--- config.mk ---
export PLATFORM = sky130hd
export DESIGN_NAME = mhdv_cell
export DESIGN_NICKNAME = d
export VERILOG_FILES = /design/src/sv/mhdv_pkg.sv /design/src/sv/mhdv_cell.sv
export SDC_FILE = /design/constraint.sdc
export NUM_CORES = 1
export LEC_CHECK = 0
export BUFFER_PORTS_ARGS = -buffer_cell sky130_fd_sc_hd__buf_2
export CELL_PAD_IN_SITES_DETAIL_PLACEMENT = 1
export CELL_PAD_IN_SITES_GLOBAL_PLACEMENT = 2
export CORE_UTILIZATION = 27
export DETAILED_ROUTE_END_ITERATION = 8
export GPL_TIMING_DRIVEN = 0
export PLACE_DENSITY = 0.83
export SLEW_MARGIN = 25
export SYNTH_ARGS = -nofsm -noshare
export SYNTH_HDL_FRONTEND = slang
export SYNTH_SLANG_ARGS = --single-unit
--- constraint.sdc ---
create_clock -name clock -period 8.7 [get_ports clock]
set_input_delay 1.305 -clock clock [delete_from_list [all_inputs] [get_ports clock]]
set_output_delay 1.305 -clock clock [all_outputs]
set_load 0.01 [all_outputs]
--- src/sv/mhdv_pkg.sv ---
// Package for the max heap with delete-by-value unit.
// Holds operation, status and cell command codes and the cell command type.
// No dependencies.
package mhdv_pkg;

   localparam logic [1:0] FUNC_INSERT = 2'd0;
   localparam logic [1:0] FUNC_REMOVE = 2'd1;
   localparam logic [1:0] FUNC_POP    = 2'd2;

   localparam logic [1:0] STATUS_OK        = 2'd0;
   localparam logic [1:0] STATUS_FULL      = 2'd1;
   localparam logic [1:0] STATUS_EMPTY     = 2'd2;
   localparam logic [1:0] STATUS_NOT_FOUND = 2'd3;

   localparam logic [2:0] CMD_HOLD   = 3'd0;
   localparam logic [2:0] CMD_INSERT = 3'd1;
   localparam logic [2:0] CMD_POP    = 3'd2;
   localparam logic [2:0] CMD_REMOVE = 3'd3;
   localparam logic [2:0] CMD_SEARCH = 3'd4;

   typedef struct packed {
      logic [2:0]         mode;
      logic signed [31:0] value;
   } cmd_type;

endpackage

--- src/sv/mhdv_cell.sv ---
// One cell of the sorted value chain: holds one entry, descending order along the chain.
// Takes the previous cell's entry on insert and the next cell's entry on pop and remove.
// Depends on mhdv_pkg.
module mhdv_cell (
   input  logic               clock,
   input  logic               reset,
   input  mhdv_pkg::cmd_type  cmd,
   input  logic signed [31:0] prev_value,
   input  logic               prev_valid,
   input  logic               prev_take,
   input  logic signed [31:0] next_value,
   input  logic               next_valid,
   output logic signed [31:0] value,
   output logic               valid,
   output logic               take,
   output logic               hit
);

   logic signed [31:0] value_ff, value_in;
   logic               valid_ff, valid_in;
   logic               hit_ff, hit_in;
   logic               below;

   assign take  = !valid_ff || (cmd.value > value_ff);
   assign below = !(valid_ff && (value_ff > cmd.value));

   always_comb begin
      value_in = value_ff;
      valid_in = valid_ff;
      hit_in   = hit_ff;
      unique case (cmd.mode)
         mhdv_pkg::CMD_INSERT: begin
            if (take) begin
               if (prev_take) begin
                  value_in = prev_value;
                  valid_in = prev_valid;
               end else begin
                  value_in = cmd.value;
                  valid_in = 1'b1;
               end
            end
         end
         mhdv_pkg::CMD_POP: begin
            value_in = next_value;
            valid_in = next_valid;
         end
         mhdv_pkg::CMD_REMOVE: begin
            if (below) begin
               value_in = next_value;
               valid_in = next_valid;
            end
         end
         mhdv_pkg::CMD_SEARCH: begin
            hit_in = valid_ff && (value_ff == cmd.value);
         end
         default: begin
         end
      endcase
   end

   always_ff @(posedge clock) begin
      if (reset) begin
         valid_ff <= 1'b0;
         hit_ff   <= 1'b0;
      end else begin
         valid_ff <= valid_in;
         hit_ff   <= hit_in;
      end
      value_ff <= value_in;
   end

   assign value = value_ff;
   assign valid = valid_ff;
   assign hit   = hit_ff;

endmodule

==> results of run 1 <==
## through the flow
stage               cell area (sq um)  utilization, %  total power [uW]  std cells  setup WS (ps)
global placement                 3470            37.2               342        547           3950
detailed placement               3500            37.5               349        548           4080
CTS                              3580            38.4               470        556           4060
global route                     3580            38.4               492        556           3890
floorplan                        2620               -               283        281           4440
finish                           3580            38.4               461        556           4080
## path summary, 6_finish.rpt
kind,cells past startpoint,slack [ps],end,from
max,10,4080,take,cmd[17]
max reg2reg,8,5610,value[17],value[17]
min,2,460,hit,hit
min reg2reg,2,460,hit,hit
## layout make-up
class                           instances  area share, %
Inverter                               34           3.57
Tap cell                              129           4.51
Multi-Input combinational cell        202           40.6
Sequential cell                        34           28.0
Clock inverter                          2          0.245
Timing Repair Buffer                  138           19.9
Clock buffer                            6           2.03
Buffer                                 11           1.19
## worst max-delay path, stage by stage
cell and delay (ps):
buf_2 100, inv_1 40, ha_1 280, a21oi_1 150
o21ai_1 90, a221o_1 400, a2111oi_2 460, a21boi_0 170
o21ai_1 160, buf_2 150
## sequential cells by signal (all words and copies together), names as in the netlist
name,count
value,32
hit,1
valid,1
## placed cells by master, fill, tap and decap left out, types with 2 or more instances in the layout
master / synthesis / final
a21o_1: 3 / 3
a21oi_1: 12 / 12
a221o_1: 2 / 2
and4_1: 2 / 2
buf_1: 2 / 2
buf_2: 1 / 138
clkbuf_1: 8 / 9
clkbuf_8: 0 / 5
dfxtp_1: 2 / 2
edfxtp_1: 32 / 32
ha_1: 32 / 32
inv_1: 34 / 34
mux2i_1: 32 / 32
nand2_1: 40 / 40
nand3_1: 5 / 5
nand4_1: 7 / 7
nor2_1: 8 / 8
nor2b_1: 5 / 5
o211ai_1: 2 / 2
o21ai_0: 35 / 35
o21ai_1: 2 / 2
## power breakdown
part	total, uW	internal [uW]	switching [uW]
Sequential	207	199	8.47
Clock	118	55.2	62.4
Combinational	136	62.7	73.5
Total	461	316	144
## per-layer routing
metal,wire length [um],global-route usage (%),part of all wire (%),up-vias
met1,3530,19.4,44,1196
met3,412,3.47,5.1,4
met5,0,0,0,-
met2,4040,30.7,50,85
met4,46,3.34,0.57,0
li1,-,-,-,1298
## kinds of logic (layout without fill, tap and decap cells)
group | count (synthesis) | count (layout)
flip-flops | 34 | 34
AO/OA/AOI/OAI | 65 | 65
adder cells (fa/ha/maj) | 32 | 32
AND/OR/NAND/NOR | 73 | 73
buffers and inverters | 45 | 191
multiplexers | 32 | 32
==> results.cfg, run 1 <==
[status]
outcome = finished, final reports clean

[logic_synthesis]
synth_top_area_share_pct = 36.6
netlist_instances = 281
yosysTopAreaCell = edfxtp_1
syn_avg_cell_area_sq_um = 9.33
synthArstFlopShare_pct = 0
seq_area_frac_synth_pct = 38.2
synth_edf_count = 32
synth_seq_cells = 34
synthMuxAreaShare_pct = 12.2
synth.most_common_cell = nand2_1
synth.distinct_cells = 34
syn_nets = 417
ys.warnings.count = 0
synth_top_family_by_area = adder cells
ys_top_cells_by_count = 40 x nand2_1, 35 x o21ai_0, 34 x inv_1
synthXorXnorAreaFrac_pct = 0
synth-simple-area-share_pct = 13.1
synth_area_sq_mm = 0.00262
synth.top_cells.by_area = edfxtp_1 37%, ha_1 15%, mux2i_1 12%
synthAdderAreaFrac_pct = 15.3
synth-compound-area-share_pct = 14.7
synth_top_flop_cell = edfxtp_1

[detailed_routing]
dr.first_iter.drc_count = 39
final_antenna_net_count = 0
vias_per_cell = 4.65
wl_per_cell_um = 14.4
wl_um = 8030
drt_first_pass_iters = 4
num_vias = 2583
drc = 0

[floorplan]
die_area_sq_mm = 0.0101
core_sq_mm = 0.00933
die_w_um = 101
start_util_pct = 28.1
pin_count = 139
num_rows = 35
die_h_um = 101

[sta]
fin_crit_ps = 4620
setup_violations = 0
hold_slack_ps = 464
fin_skew_ps = 4.76
hold_viol_final = 0
timing.final.crit_share_pct = 53.1
drv_slew = 0
slew_headroom_pct = 45.3
tns_ps = 0
max_clock_freq_mhz = 217
rsz0062_at_grt = no
worst_pin_slew_ps = 821

[clock_network]
cts_root_buffer = clkbuf_8
cts_sinks = 34
clk_path_buf_depth = 2
htree_num_levels = 2
clock_latency_ps = 290
clk_pin_slew_worst_paths_ps = 80
cts_tree = done
ctsResizeCount = 0
postCtsSetupRepairBufs = 0
cts_hold_buf = 0
cts_made_buffers = 5

[setup_path]
path_class = input port to output pin
cp.required_ps = 7390
path_max_fanout = 3
startpoint_type = input port
end_kind = output pin
critPathArrivalTime_ps = 3310

[final_layout]
n_fill_cell = 1157
syn_to_final_growth_pct = 36.5
diodes = 0
regArea_sq_mm = 0.00100
multiInputGateArea_sq_mm = 0.00145
drive_gt1_share_pct = 34.9
nets = 562

[global_route]
gr-usage-all-layers_pct = 16.5
grt_pass1_vias = 2737
antenna_found_initial = 0
grt_overflow = 0
grt_max_degree = 18
grt_pass1_wl_um = 12900

[power]
vdd_drop_max_mv = 0.0489
leakage_uw = 0.00180
p_per_area_mw_per_mm2 = 129

[flow_run]
max_cap_viol_count = 0

[placed_design]
gp_congestion = 0.694
numPortBuffers = 137
hpwl_um = 6510

[min_path]
min_path_type = flop to flop
Power figures use the tool's default switching activity.
==> inputs of run 2 (changes only) <==
- ABC_AREA: not set -> 1
- CORE_UTILIZATION: 27 -> 24
- PLACE_DENSITY: 0.83 -> 0.78
- clock period: 8.7 -> 4.3 ns (I/O delays scaled with it)
==> results.cfg, run 2 <==
[sta]
max_clock_freq_mhz = 373
setup_violations = 0
fin_skew_ps = 5.45
fin_crit_ps = 2680
slew_headroom_pct = 49.8
tns_ps = 0
rsz0062_at_grt = no
worst_pin_slew_ps = 752
timing.final.crit_share_pct = 62.3
drv_slew = 0
hold_viol_final = 0

[clock_network]
clk_pin_slew_worst_paths_ps = 80
cts_hold_buf = 0
clk_path_buf_depth = 2
cts_tree = done
cts_sinks = 34
postCtsSetupRepairBufs = 0
clock_latency_ps = 280
ctsResizeCount = 0
cts_root_buffer = clkbuf_8
htree_num_levels = 2
cts_made_buffers = 5

[floorplan]
start_util_pct = 24.6
pin_count = 139
num_rows = 38
die_w_um = 107
die_h_um = 107
die_area_sq_mm = 0.0115
core_sq_mm = 0.0108

[setup_path]
r2r_slack_ps = 1700
r2r_start = value[15]
critPathArrivalTime_ps = 2040
reg2reg_to = value[12]
cp.required_ps = 3650
r2r_cells = 11
end_kind = output pin
startpoint_type = input port
path_class = input port to output pin
path_max_fanout = 2

[logic_synthesis]
yosysTopAreaCell = edfxtp_1
synth-compound-area-share_pct = 13.1
synthArstFlopShare_pct = 0
synthXorXnorAreaFrac_pct = 0
ys_top_cells_by_count = 103 x nand2_1, 47 x inv_1, 40 x nor2_1
syn_nets = 483
synth.distinct_cells = 26
synth_area_sq_mm = 0.00266
ys.warnings.count = 0
synthMuxAreaShare_pct = 0
synth_top_area_share_pct = 36.1
synth_top_family_by_area = simple AND/OR/NAND/NOR gates
syn_avg_cell_area_sq_um = 7.67
synth_top_flop_cell = edfxtp_1
synth.top_cells.by_area = edfxtp_1 36%, ha_1 15%, nand2_1 15%
netlist_instances = 347
synth_edf_count = 32
seq_area_frac_synth_pct = 37.6
synth-simple-area-share_pct = 25.4
synthAdderAreaFrac_pct = 15.0
synth_seq_cells = 34
synth.most_common_cell = nand2_1

[power]
vdd_drop_max_mv = 0.104
p_per_area_mw_per_mm2 = 253
power_frac_clock_pct = 25.5
leakage_uw = 0.00187
switching_share_pct = 32.0
finalPower_uw = 912
intPower_uw = 620
power_frac_seq_pct = 45.3
p_sw_uw = 292
comb_power_share_pct = 29.3

[detailed_routing]
wl_um = 8630
num_vias = 2779
drc = 0
drt_first_pass_iters = 4
final_antenna_net_count = 0
wl_per_cell_um = 13.6
dr.first_iter.drc_count = 82
vias_per_cell = 4.40

[status]
outcome = finished, final reports clean

[final_layout]
drive_gt1_share_pct = 32.3
nets = 627
final_common_cell = buf_2
final_cell_mix = 138 x buf_2, 103 x nand2_1, 46 x inv_1
diodes = 0
syn_to_final_growth_pct = 35.3
largest_reg_flops = 32

[global_route]
grt_pass1_vias = 2914
gr-usage-all-layers_pct = 15.1
grt_max_degree = 33
antenna_found_initial = 0
grt_overflow = 0
grt_pass1_wl_um = 13600

[placed_design]
hpwl_um = 7070
numPortBuffers = 137
gp_congestion = 0.705

[min_path]
worstHoldEndpoint = hit
hold_path_startpoint = hit
min_delay_path_depth = 2
min_path_type = flop to flop

[flow_run]
max_cap_viol_count = 0
## run 2: changes by cell type after synthesis, moves of 6 or more
cell and delta:
mux2i_1 -32, nor2_1 +32, o21ai_0 -31, nand4_1 -6
inv_1 +13, nand2_1 +63, a31oi_1 +32
## run 2: logic make-up (layout without fill, tap and decap cells)
family / count (synthesis) / count (layout)
compound gates: 57 / 57
buf+inv: 63 / 208
simple gates: 161 / 161
fa+ha+maj: 32 / 32
flops: 34 / 34
## run 2: worst max path at each step
stage          startpoint        end
2_1_floorplan     cmd[31]   value[0]
3_3_place_gp      cmd[15]  value[15]
4_1_cts           cmd[13]       take
5_1_grt           cmd[15]  value[12]
3_5_place_dp      cmd[15]  value[19]
6_report          cmd[13]       take
## run 2: power by group through the flow
stage          sequential (uW)  combinational (uW)  clock (uW)
4_1_cts                    414                 275         246
3_3_place_gp               421                 265           0
3_5_place_dp               421                 273           0
5_1_grt                    416                 307         251
6_report                   413                 267         232
2_1_floorplan              430                 140           0
## run 2: final cells by class
type / instances / area (sq um)
inverter: 49 / 184
clock inverter: 3 / 11.3
clock buffer: 5 / 68.8
tap: 140 / 175
fill: 1384 / 7240
multi-input combinational: 250 / 1420
sequential: 34 / 1000
buffer: 14 / 53.8
timing repair buffer: 137 / 686
## run 2: worst max-delay path, cell delays in order
cell	delay [ps]
buf_2	100
inv_1	40
ha_1	290
a21oi_1	140
o21ai_0	100
a21oi_1	160
nand2_1	110
nand2_2	80
nand2_1	60
nand2_2	90
nand3_1	60
buf_2	150
## run 2: layer usage
layer | track usage, % | vias to the layer above | share of wire [%]
met4 | 2.94 | 0 | 0.71
met2 | 26.5 | 79 | 48
met5 | 0 | - | 0
met1 | 19.4 | 1259 | 46
met3 | 2.72 | 5 | 5.4
li1 | - | 1436 | -
## run 2: through the flow
stage | util [%] | hold slack, ps | instances | cell area [sq um] | setup WS [ps]
floorplan | - | 555 | 347 | 2660 | 1540
global placement | 32.5 | 537 | 624 | 3520 | 827
detailed placement | 32.5 | 541 | 624 | 3520 | 1260
CTS | 33.2 | 557 | 632 | 3600 | 1570
global route | 33.2 | 595 | 632 | 3600 | 1370
finish | 33.2 | 551 | 632 | 3600 | 1620
==> inputs of run 3 (changes only) <==
- clock period: 4.3 -> 2.79 ns (I/O delays scaled with it)
==> results.cfg, run 3 (synthesis results as in run 2) <==
[final_layout]
multiInputGateArea_sq_mm = 0.00142
diodes = 0
syn_to_final_growth_pct = 35.4
utilization_pct = 33.3
largest_reg_flops = 32
drive_gt1_share_pct = 32.3
regArea_sq_mm = 0.00100
final_common_cell = buf_2
n_fill_cell = 1383
nets = 627
final_cell_mix = 138 x buf_2, 103 x nand2_1, 46 x inv_1
layout.cells.non_filler = 632

[sta]
layout_setup_ws_ps = 379
timing.final.crit_share_pct = 86.4
fin_crit_ps = 2410
fin_skew_ps = 5.75
drv_slew = 0
setup_violations = 0
worst_pin_slew_ps = 575
tns_ps = 0
hold_viol_final = 0
slew_headroom_pct = 61.6
max_clock_freq_mhz = 415
rsz0062_at_grt = no

[detailed_routing]
drc = 0
vias_per_cell = 4.39
wl_per_cell_um = 13.7
num_vias = 2776
final_antenna_net_count = 0
wl_um = 8630
dr.first_iter.drc_count = 83
drt_first_pass_iters = 4

[floorplan]
core_sq_mm = 0.0108
num_rows = 38
pin_count = 139
start_util_pct = 24.6
die_area_sq_mm = 0.0115
die_w_um = 107
die_h_um = 107

[clock_network]
cts_sinks = 34
clk_path_buf_depth = 2
htree_num_levels = 2
postCtsSetupRepairBufs = 0
cts_root_buffer = clkbuf_8
clk_pin_slew_worst_paths_ps = 80
cts_tree = done
cts_hold_buf = 0
clock_latency_ps = 280
cts_made_buffers = 5
ctsResizeCount = 0

[setup_path]
crit_top_cell = nand2_1
startpoint_type = flop
end_kind = flop
path_cells = ha_1 > nand2_1 > nor2_1 > nand2_1 > nor2_1 > nand3_1 > nand2_1 > inv_2 > nand4_4 > nand2_1 > inv_4
path_max_fanout = 32
cpPeakStageDelay_ps = 410
critPathBufInv = 2
path_class = flop to flop
cp.required_ps = 2720
critPathArrivalTime_ps = 2340
slowest_stage = edfxtp_1
cp_top_family = simple AND/OR/NAND/NOR gates

[power]
vdd_drop_max_mv = 0.161
p_per_area_mw_per_mm2 = 390
leakage_uw = 0.00187

[global_route]
grt_pass1_wl_um = 13600
use_met3_pct = 2.72
gr-usage-all-layers_pct = 15.1
met1_usage_pct = 19.4
grt.met2_usage_pct = 26.5
antenna_found_initial = 0
grt_pass1_vias = 2914
grt_max_degree = 33
grt_overflow = 0
busiest_layer = met2

[placed_design]
gp_congestion = 0.705
place_ws_ps = -20.4
numPortBuffers = 137
hpwl_um = 7070
dpl.cell_count = 624

[min_path]
min_path_type = input port to flop

[status]
outcome = finished, final reports clean

[flow_run]
max_cap_viol_count = 0
-- run 3: cell counts in the layout (fill, tap and decap cells not counted) --
No cell type changed its count.
-- run 3: area by class of cell --
type,count,share of cell area (%)
clock inverter,3,0.312
tap,140,4.86
multi-input combinational,250,39.5
sequential,34,27.8
buffer,14,1.49
inverter,49,5.17
timing repair buffer,137,19.0
clock buffer,5,1.91
-- run 3: final timing paths --
kind | startpoint | end | slack (ps) | cells after the start
worst min register to register | hit | hit | 550 | 2
worst min-delay path | reset | valid | 390 | 4
worst max register to register | value[15] | value[12] | 380 | 11
worst max-delay path | value[15] | value[12] | 380 | 11
-- run 3: per-layer routing --
layer	wire length (um)	vias to the layer above
met1	3960	1256
met4	61	0
met3	465	5
li1	-	1436
met5	0	-
met2	4140	79
-- run 3: worst min-delay path, delay by kind of cell --
kind	cells	cell delay [ps]
and+or+nand+nor	2	100
buffers and inverters	2	130
-- run 3: power by group --
| part | switching [uW] | leakage (uW) | total (uW) | internal, uW |
|---|---|---|---|---|
| clock network | 192 | 0.0000407 | 359 | 167 |
| registers | 24.3 | 0.000322 | 636 | 612 |
| logic | 235 | 0.00151 | 412 | 177 |
-- run 3: stage by stage --
stage                     power, uW  hold WS, ps  area [sq um]
final                          1410          390          3610
after global routing           1500          393          3610
after CTS                      1440          389          3600
after detailed placement       1070          541          3520
after global placement         1060          537          3520
after floorplan                 879          555          2660
